File: config.mk
export PLATFORM = sky130hd
export DESIGN_NAME = calendar_clock_tick
export DESIGN_NICKNAME = d
export VERILOG_FILES = /design/src/cct_pkg.sv /design/src/cct_next.sv /design/src/calendar_clock_tick.sv
export SDC_FILE = /design/constraint.sdc
export NUM_CORES = 1
export LEC_CHECK = 0
export ABC_CLOCK_PERIOD_IN_PS = 21600
export BUFFER_PORTS_ARGS = -buffer_cell sky130_fd_sc_hd__buf_2
export CAP_MARGIN = 20
export CORE_ASPECT_RATIO = 0.7
export CORE_MARGIN = 8
export CORE_UTILIZATION = 41
export DETAILED_ROUTE_END_ITERATION = 8
export HOLD_SLACK_MARGIN = 0.06
export PLACE_DENSITY = 0.63
export SYNTH_ARGS = -nofsm -noshare
export SYNTH_HDL_FRONTEND = slang
export SYNTH_HIERARCHICAL = 1
export SYNTH_SLANG_ARGS = --single-unit
File: constraint.sdc
create_clock -name i_clk -period 21.6 [get_ports i_clk]
set_clock_uncertainty 0.15 [all_clocks]
set_input_delay 2.16 -clock i_clk [delete_from_list [all_inputs] [get_ports i_clk]]
set_output_delay 2.16 -clock i_clk [all_outputs]
set_load 0.02 [all_outputs]
File: src/cct_pkg.sv
`timescale 1ns / 1ps
// ----------------------------------------------------------------------------
// cct_pkg: shared types and helpers for the calendar clock
// Beat layouts, calendar constants, month length and leap-year check.
// ----------------------------------------------------------------------------
package cct_pkg;

    localparam logic [13:0] YEAR_MAX      = 14'd9999;
    localparam logic [13:0] FALLBACK_YEAR = 14'd2017;
    localparam logic [3:0]  MONTH_FIRST   = 4'd1;
    localparam logic [3:0]  MONTH_LAST    = 4'd12;
    localparam logic [4:0]  DAY_FIRST     = 5'd1;
    localparam logic [4:0]  HOUR_LAST     = 5'd23;
    localparam logic [4:0]  HOUR_NOON     = 5'd12;
    localparam logic [5:0]  MINUTE_LAST   = 6'd59;
    localparam logic [5:0]  SECOND_LAST   = 6'd59;

    // Reciprocal of 25 scaled by 2^17, exact for every 14-bit year
    localparam logic [12:0] RECIP_25      = 13'd5243;
    localparam int          RECIP_SHIFT   = 17;

    // Beat kinds
    localparam logic KIND_TICK = 1'b0;
    localparam logic KIND_LOAD = 1'b1;

    // Month codes with a short month
    localparam logic [3:0] MON_FEB = 4'd2;
    localparam logic [3:0] MON_APR = 4'd4;
    localparam logic [3:0] MON_JUN = 4'd6;
    localparam logic [3:0] MON_SEP = 4'd9;
    localparam logic [3:0] MON_NOV = 4'd11;

    typedef struct packed {
        logic        kind;
        logic [13:0] load_year;
        logic [3:0]  load_month;
        logic [4:0]  load_day;
        logic [4:0]  load_hour;
        logic [5:0]  load_minute;
        logic [5:0]  load_second;
    } t_in;

    typedef struct packed {
        logic [13:0] cur_year;
        logic [3:0]  cur_month;
        logic [4:0]  cur_day;
        logic [4:0]  cur_hour;
        logic [5:0]  cur_minute;
        logic [5:0]  cur_second;
        logic [3:0]  hour_twelve;
        logic        is_pm;
        logic        date_fixed;
        logic        time_fixed;
    } t_out;

    typedef struct packed {
        logic [13:0] year;
        logic [3:0]  month;
        logic [4:0]  day;
        logic [4:0]  hour;
        logic [5:0]  minute;
        logic [5:0]  second;
    } t_time;

    // Leap when divisible by 4 and not by 100, or divisible by 400.
    // With 100 = 4 * 25 and 400 = 16 * 25 only a divisibility test by 25 is needed.
    function automatic logic is_leap(input logic [13:0] y);
        logic [26:0] prod;
        logic [9:0]  quo;
        logic [14:0] back;
        logic        div25;
        prod  = 27'(y) * 27'(RECIP_25);
        quo   = prod[26:RECIP_SHIFT];
        back  = (15'(quo) << 4) + (15'(quo) << 3) + 15'(quo);
        div25 = (back == {1'b0, y});
        return (y[1:0] == 2'd0) && (!div25 || (y[3:0] == 4'd0));
    endfunction

    function automatic logic [4:0] month_days(input logic [3:0] m, input logic leap);
        logic [4:0] len;
        unique case (m) inside
            MON_APR, MON_JUN, MON_SEP, MON_NOV: len = 5'd30;
            MON_FEB:                            len = leap ? 5'd29 : 5'd28;
            default:                            len = 5'd31;
        endcase
        return len;
    endfunction

endpackage

File: src/cct_next.sv
`timescale 1ns / 1ps
// ----------------------------------------------------------------------------
// cct_next: next calendar state for one beat
// Tick carry chain or checked load, plus the result fields.
// ----------------------------------------------------------------------------
module cct_next (
    input  cct_pkg::t_in   i_beat,
    input  cct_pkg::t_time i_cur,
    output cct_pkg::t_time o_next,
    output cct_pkg::t_out  o_res
);

    logic [13:0] leap_year;
    logic        leap;
    logic [4:0]  mon_len;
    logic        date_ok;
    logic        time_ok;
    logic        sec_wrap;
    logic        min_wrap;
    logic        hour_wrap;
    logic        month_wrap;
    logic        year_wrap;
    cct_pkg::t_time tick_t;
    cct_pkg::t_time load_t;
    cct_pkg::t_time nxt;

    // One leap check serves both paths
    assign leap_year = (i_beat.kind == cct_pkg::KIND_LOAD) ? i_beat.load_year : i_cur.year;
    assign leap      = cct_pkg::is_leap(leap_year);
    assign mon_len   = cct_pkg::month_days((i_beat.kind == cct_pkg::KIND_LOAD) ?
                                           i_beat.load_month : i_cur.month, leap);

    // Tick: ripple the carry up through the fields
    always_comb begin
        sec_wrap   = (i_cur.second >= cct_pkg::SECOND_LAST);
        min_wrap   = sec_wrap && (i_cur.minute >= cct_pkg::MINUTE_LAST);
        hour_wrap  = min_wrap && (i_cur.hour >= cct_pkg::HOUR_LAST);
        month_wrap = hour_wrap && (i_cur.day >= mon_len);
        year_wrap  = month_wrap && (i_cur.month >= cct_pkg::MONTH_LAST);

        tick_t = i_cur;
        tick_t.second = sec_wrap ? 6'd0 : i_cur.second + 6'd1;
        if (sec_wrap) begin
            tick_t.minute = min_wrap ? 6'd0 : i_cur.minute + 6'd1;
        end
        if (min_wrap) begin
            tick_t.hour = hour_wrap ? 5'd0 : i_cur.hour + 5'd1;
        end
        if (hour_wrap) begin
            tick_t.day = month_wrap ? cct_pkg::DAY_FIRST : i_cur.day + 5'd1;
        end
        if (month_wrap) begin
            tick_t.month = year_wrap ? cct_pkg::MONTH_FIRST : i_cur.month + 4'd1;
        end
        if (year_wrap) begin
            tick_t.year = (i_cur.year >= cct_pkg::YEAR_MAX) ? 14'd0 : i_cur.year + 14'd1;
        end
    end

    // Load: check date and time independently, fall back on failure
    always_comb begin
        date_ok = (i_beat.load_year <= cct_pkg::YEAR_MAX)
               && (i_beat.load_month >= cct_pkg::MONTH_FIRST)
               && (i_beat.load_month <= cct_pkg::MONTH_LAST)
               && (i_beat.load_day >= cct_pkg::DAY_FIRST)
               && (i_beat.load_day <= mon_len);
        time_ok = (i_beat.load_hour <= cct_pkg::HOUR_LAST)
               && (i_beat.load_minute <= cct_pkg::MINUTE_LAST)
               && (i_beat.load_second <= cct_pkg::SECOND_LAST);

        load_t.year   = date_ok ? i_beat.load_year  : cct_pkg::FALLBACK_YEAR;
        load_t.month  = date_ok ? i_beat.load_month : cct_pkg::MONTH_FIRST;
        load_t.day    = date_ok ? i_beat.load_day   : cct_pkg::DAY_FIRST;
        load_t.hour   = time_ok ? i_beat.load_hour   : 5'd0;
        load_t.minute = time_ok ? i_beat.load_minute : 6'd0;
        load_t.second = time_ok ? i_beat.load_second : 6'd0;
    end

    always_comb begin
        nxt = (i_beat.kind == cct_pkg::KIND_LOAD) ? load_t : tick_t;

        o_res.cur_year    = nxt.year;
        o_res.cur_month   = nxt.month;
        o_res.cur_day     = nxt.day;
        o_res.cur_hour    = nxt.hour;
        o_res.cur_minute  = nxt.minute;
        o_res.cur_second  = nxt.second;
        o_res.hour_twelve = (nxt.hour <= cct_pkg::HOUR_NOON) ? nxt.hour[3:0]
                                                             : 4'(nxt.hour - cct_pkg::HOUR_NOON);
        o_res.is_pm       = (nxt.hour >= cct_pkg::HOUR_NOON);
        o_res.date_fixed  = (i_beat.kind == cct_pkg::KIND_LOAD) && !date_ok;
        o_res.time_fixed  = (i_beat.kind == cct_pkg::KIND_LOAD) && !time_ok;
    end

    assign o_next = nxt;

endmodule

File: src/calendar_clock_tick.sv
`timescale 1ns / 1ps
// ----------------------------------------------------------------------------
// calendar_clock_tick: seconds real-time clock with Gregorian calendar
// Ticks advance the time by one second; loads set a checked date and time.
// ----------------------------------------------------------------------------
// Usage:
//   Input channel (i_in_valid / o_in_ready / i_in_data) takes one beat per
//   item: a tick (kind 0) or a load (kind 1, load fields used). Output
//   channel (o_out_valid / i_out_ready / o_out_data) returns exactly one
//   beat per item with the calendar after that item, the 12-hour hour, the
//   PM flag and, for loads, the fallback flags.
//   Path: an accepted beat is held in the input register, then goes through
//   the carry chain and load check into the calendar and result registers,
//   which drive o_out_valid and the result. One beat is taken every cycle
//   while the receiver keeps up; the single pass through the carry chain and
//   shared leap check sets that rate.
//   Reset (synchronous, active low) sets the calendar to 2017/01/01 00:00:00
//   and drops both stages.
//   When the receiver stalls, hold the result; the input register still
//   takes one more beat, then o_in_ready falls until the result is taken.
// ----------------------------------------------------------------------------
module calendar_clock_tick (
    input  logic          i_clk,
    input  logic          i_rst_n,
    input  logic          i_in_valid,
    output logic          o_in_ready,
    input  cct_pkg::t_in  i_in_data,
    output logic          o_out_valid,
    input  logic          i_out_ready,
    output cct_pkg::t_out o_out_data
);

    logic           r_in_valid;
    cct_pkg::t_in   r_in;
    logic           r_out_valid;
    cct_pkg::t_out  r_out;
    cct_pkg::t_time r_time;
    cct_pkg::t_time n_time;
    cct_pkg::t_out  n_out;
    logic           advance;

    // Result stage moves when empty or when its beat is being taken
    assign advance    = !r_out_valid || i_out_ready;
    // Input stage takes a beat when empty or when it hands on this cycle
    assign o_in_ready = !r_in_valid || advance;

    cct_next u_next (
        .i_beat (r_in),
        .i_cur  (r_time),
        .o_next (n_time),
        .o_res  (n_out)
    );

    // Input register
    always_ff @(posedge i_clk) begin
        if (!i_rst_n) begin
            r_in_valid <= 1'b0;
        end else if (o_in_ready) begin
            r_in_valid <= i_in_valid;
        end
    end

    always_ff @(posedge i_clk) begin
        if (o_in_ready && i_in_valid) begin
            r_in <= i_in_data;
        end
    end

    // Calendar state and result register advance together
    always_ff @(posedge i_clk) begin
        if (!i_rst_n) begin
            r_out_valid   <= 1'b0;
            r_time.year   <= cct_pkg::FALLBACK_YEAR;
            r_time.month  <= cct_pkg::MONTH_FIRST;
            r_time.day    <= cct_pkg::DAY_FIRST;
            r_time.hour   <= 5'd0;
            r_time.minute <= 6'd0;
            r_time.second <= 6'd0;
        end else if (advance) begin
            r_out_valid <= r_in_valid;
            if (r_in_valid) begin
                r_time <= n_time;
            end
        end
    end

    always_ff @(posedge i_clk) begin
        if (advance && r_in_valid) begin
            r_out <= n_out;
        end
    end

    assign o_out_valid = r_out_valid;
    assign o_out_data  = r_out;

endmodule

After elaboration in Yosys (flattened, before gate mapping)

Index checks and enable logic that the tools add are counted.
W data, S select, Z words.

Add/sub/neg operators: 9
Multiply operators: 1
$lt $le $gt $ge: 16
Eq/ne operators: 6
Muxes and demuxes: 23
Reduce and logical (&&, ||, !) cells: 27

Operators with widths:

| cell                     | count |
|---|---|
| $mux W14                 | 4 |
| $mux W40                 | 1 |
| $mux W5                  | 6 |
| $mux W6                  | 5 |
| $mul A14 B13 Y27 const B | 1 |
| $mux W4                  | 5 |
| $add A14 B13 Y15         | 1 |
| $add A15 B10 Y15         | 1 |
| $eq A15 B14 Y1           | 1 |
| $logic_and A1 B1 Y1      | 15 |
| $add A14 B1 Y14 const B  | 1 |
| $ge A14 B14 Y1 const B   | 1 |
| $le A14 B14 Y1 const B   | 1 |
| $add A6 B1 Y6 const B    | 2 |
| $ge A6 B6 Y1 const B     | 2 |
| $le A6 B6 Y1 const B     | 2 |
| $add A5 B1 Y5 const B    | 2 |
| $pmux W5 S2              | 1 |
| $eq A4 B3 Y1 const B     | 2 |
| $eq A4 B4 Y1 const B     | 2 |
| $ge A5 B1 Y1 const B     | 1 |
| $ge A5 B4 Y1 const B     | 1 |
| $ge A5 B5 Y1             | 1 |
| $ge A5 B5 Y1 const B     | 1 |
| 16 further kinds         | 22 |

Bits in registers: 130
Input bits: 45
Output and inout port bits: 49
Logic and storage cells: 107

Logic depth before layout (Yosys ltp)

Depth after elaboration: 18
Gate-level depth with buffers: 47
Mapped depth without buffers: 44

Modules after synthesis

The synthesis kept the hierarchy.

By module, submodules not included:

| module              | times used | cells an instance | area each (um^2) | seq. area each (um^2) |
|---|---|---|---|---|
| cct_next            | 1          | 743               | 6204.7           | 0.0 |
| calendar_clock_tick | 1          | 272               | 4355.4           | 3483.3 |

Worst setup path before layout

No wires, ideal clock.

Kind: reg2reg
Start point: register r_in[40] (netlist bit)
End point: register r_time[33] (netlist bit)
Setup time: 0.106 ns
Arrival time: 10.155 ns
Data required time: 21.344 ns
Setup slack: 11.189 ns
Stages on the path, launching flop included: 44
Path buffers: 3
Period minus slack after synthesis: 10.411 ns
Path through: edfxtp_1 > buf_2 > buf_1 > clkbuf_1 > nand2_1 > a21boi_0 > inv_1 > ha_1 > ha_1 > inv_1 > fa_1 > inv_1 > fa_1 > inv_1 > fa_1 > inv_1 > ha_1 > and3_1 > (+8 left out) > xnor2_1 > xnor2_1 > or4_1 > nor4_1 > nand4_1 > nor4_1 > a31oi_1 > ha_1 > nand2b_1 > a21oi_1 > nor4b_4 > nand4_2 > nor2_2 > nand2_1 > xor2_1 > o31ai_1 > inv_1 > o311ai_0

RTL lines:

| item                   | line                      | text |
|---|---|---|
| start, declared        | calendar_clock_tick.sv:34 | `cct_pkg::t_in r_in;` |
| start signal, assigned | calendar_clock_tick.sv:65 | `r_in <= i_in_data;` |
| end signal, assigned   | calendar_clock_tick.sv:82 | `r_time <= n_time;` |
| end, declared          | calendar_clock_tick.sv:37 | `cct_pkg::t_time r_time;` |

==> metrics.txt <==
critical path's most frequent cell inv_1; Max Clk Rate 83.55 MHz; setup TNS 0 ns; Inst Count DP 1383; Tmin final 11.97 ns; crit end category register; initial DRC count 630; vias in the first global route 7219; HP Class reg2reg; Synth area leader edfxtp_1; area of the die 31230 sq um; post-synthesis register bit count between 100 and 150; hold_buf cts 0; Layout area overhead 10.70%; drt pass-1 iters 5; total gr overflow 0; setup bufs post-CTS 0; gpl congestion about 0.92; initial antenna violation count 0; CP max FO slightly below 50; nets@finish 1309; Syn Area/Cell approximately 10 sq um; Critical path origin r_in[40]; post-route insts no fill approximately 1400; clk buf depth 2; max cap viols 0; Setup Crit Path Kind reg2reg; vias per cell a little over 5; Die X 207.8 um; share of cells above drive strength 1 between 10 and 15%; CTS sink count 130; commonest non-fill, non-tap cell in the layout inv_1; Slowest-stage cell, CP a21boi_0; critical path's largest stage delay 0.89 ns; Period Utilization, post-route 55.41%; DRC Markers 0; Crit path arrival time between 10 and 15 ns; DP Area 11050 sq um; cells after synthesis between 1000 and 1500; Syn. warnings 6; RSZ-0062 raised after global routing no; post-CTS sizing 0; first-pass GRT wire length 41100 um; Total Wirelength 25890 um; post-DR wirelength/cell 18.30 um; max-slew violations 0; Critical Path RT 21.75 ns; PortBufs between 90 and 100; post-route ant nets 0; HPWL after DPL 20190 um; htree depth 4; DIE HEIGHT 150.3 um; Fill cells 2393; Most used DFF post-synth edfxtp_1; HP Start r_time[1]; pin count of the biggest net entering global routing between 70 and 80; Yosys cell types 77; Top Ports 94; Net Count, Synth 1253; Initial Util between 40% and 50%; CTS tree built; Total GRT Usage ~17%; top post-synthesis cells by area edfxtp_1 (25%), ha_1 (15%), fa_1 (13%); worst skew pair latency 0.43 ns; Yosys top cell area share 25.02%; commonest cells after routing, fill and taps aside inv_1 (149), ha_1 (123), nand2_1 (114), buf_2 (93), edfxtp_1 (88); number of synthesized flops with an enable pin 88; Core Rows 49; relative slew slack between 20% and 30%; final hold viol count 0; status complete, no violations; via count 7344; sequential area share after synthesis 32.99%; Reg-to-Reg Start r_in[40]; total core area about 26000 sq um; Slew @ Worst Pin 1.065 ns; # diodes 0; Final Cell Area 11690 sq um; ys async rst share 0%; final setup violation count 0; Synth Cell Area 10560 sq um; Reg clk slew, reported paths roughly 0.06 ns; Num CTS Buffers 17; CTS root buffer clkbuf_16; CP Launch Type register
==> flip-flops by register name, summed over array words and instances, names as in the netlist <==
signal,cells
r_in_valid,1
r_time,40
o_out_data,47
o_out_valid,1
r_in,41
==> final cells by class <==
type / count / area [sq um] / share of cell area, %
flip-flops and latches: 130 / 3483 / 29.80
well taps: 331 / 414.1 / 3.543
clock buffers: 21 / 504.2 / 4.313
clock inverters: 11 / 136.4 / 1.167
multi-input cells: 670 / 6060 / 51.84
repair buffers: 101 / 525.5 / 4.495
inverters: 151 / 566.8 / 4.849
==> path summary, 6_finish.rpt <==
check	to	slack, ns	depth (start not counted)
setup reg to reg	r_time[35]	9.63	42
hold reg to reg	r_time[1]	0.34	2
hold / removal	r_time[1]	0.34	2
setup / recovery	r_time[35]	9.63	42
==> critical path: cells and delay by family (launching register included) <==
kind                     cells  cell delay (ns)
adder cells (fa/ha/maj)      9             3.78
XOR/XNOR                     2             0.35
buffers and inverters        8             1.46
AND/OR/NAND/NOR              9             1.73
AO/OA/AOI/OAI               14             3.97
flip-flops                   1             0.34
==> cells in the mapped netlist (8+ instances only) <==
| library cell | number |
|---|---|
| inv_1 | 149 |
| ha_1 | 123 |
| nand2_1 | 114 |
| edfxtp_1 | 88 |
| fa_1 | 70 |
| buf_4 | 44 |
| dfxtp_1 | 42 |
| o21ai_0 | 42 |
| mux2i_1 | 41 |
| xnor2_1 | 35 |
| nor2_1 | 29 |
| a21oi_1 | 23 |
| xor2_1 | 20 |
| nand3_1 | 16 |
| clkbuf_1 | 11 |
| nand4_1 | 11 |
| and3_1 | 8 |
| o21ai_1 | 8 |
| o311ai_0 | 8 |
==> per-layer routing <==
layer	global-route usage (%)	share of wire (%)	vias to the layer above
met1	26.62	54	3539
met3	4.326	7.1	22
met5	0	0	-
met2	22.27	38	226
li1	-	-	3557
met4	3.715	1.0	0
==> through the flow <==
| stage | hold WS [ns] | setup WS [ns] | util [%] |
|---|---|---|---|
| after floorplan | 0.2972 | 11.19 | - |
| after global placement | 0.3203 | 10.18 | 43.32 |
| after detailed placement | 0.3234 | 9.782 | 43.32 |
| after CTS | 0.3341 | 9.712 | 45.84 |
| after global routing | 0.3487 | 8.727 | 45.84 |
| final | 0.3356 | 9.631 | 45.84 |
==> logic make-up after synthesis <==
group | share of synthesized area, %
xor gates and xnor gates | 4.775
and+or+nand+nor | 11.15
muxes | 4.419
adders and majority gates | 27.84
DFF | 32.99
buffers and inverters | 9.644
AOI/OAI and AO/OA | 9.183
Power is left out: the tool's default activity adds up to more than one toggle a clock period on the data nets, which glitch-free logic cannot reach.
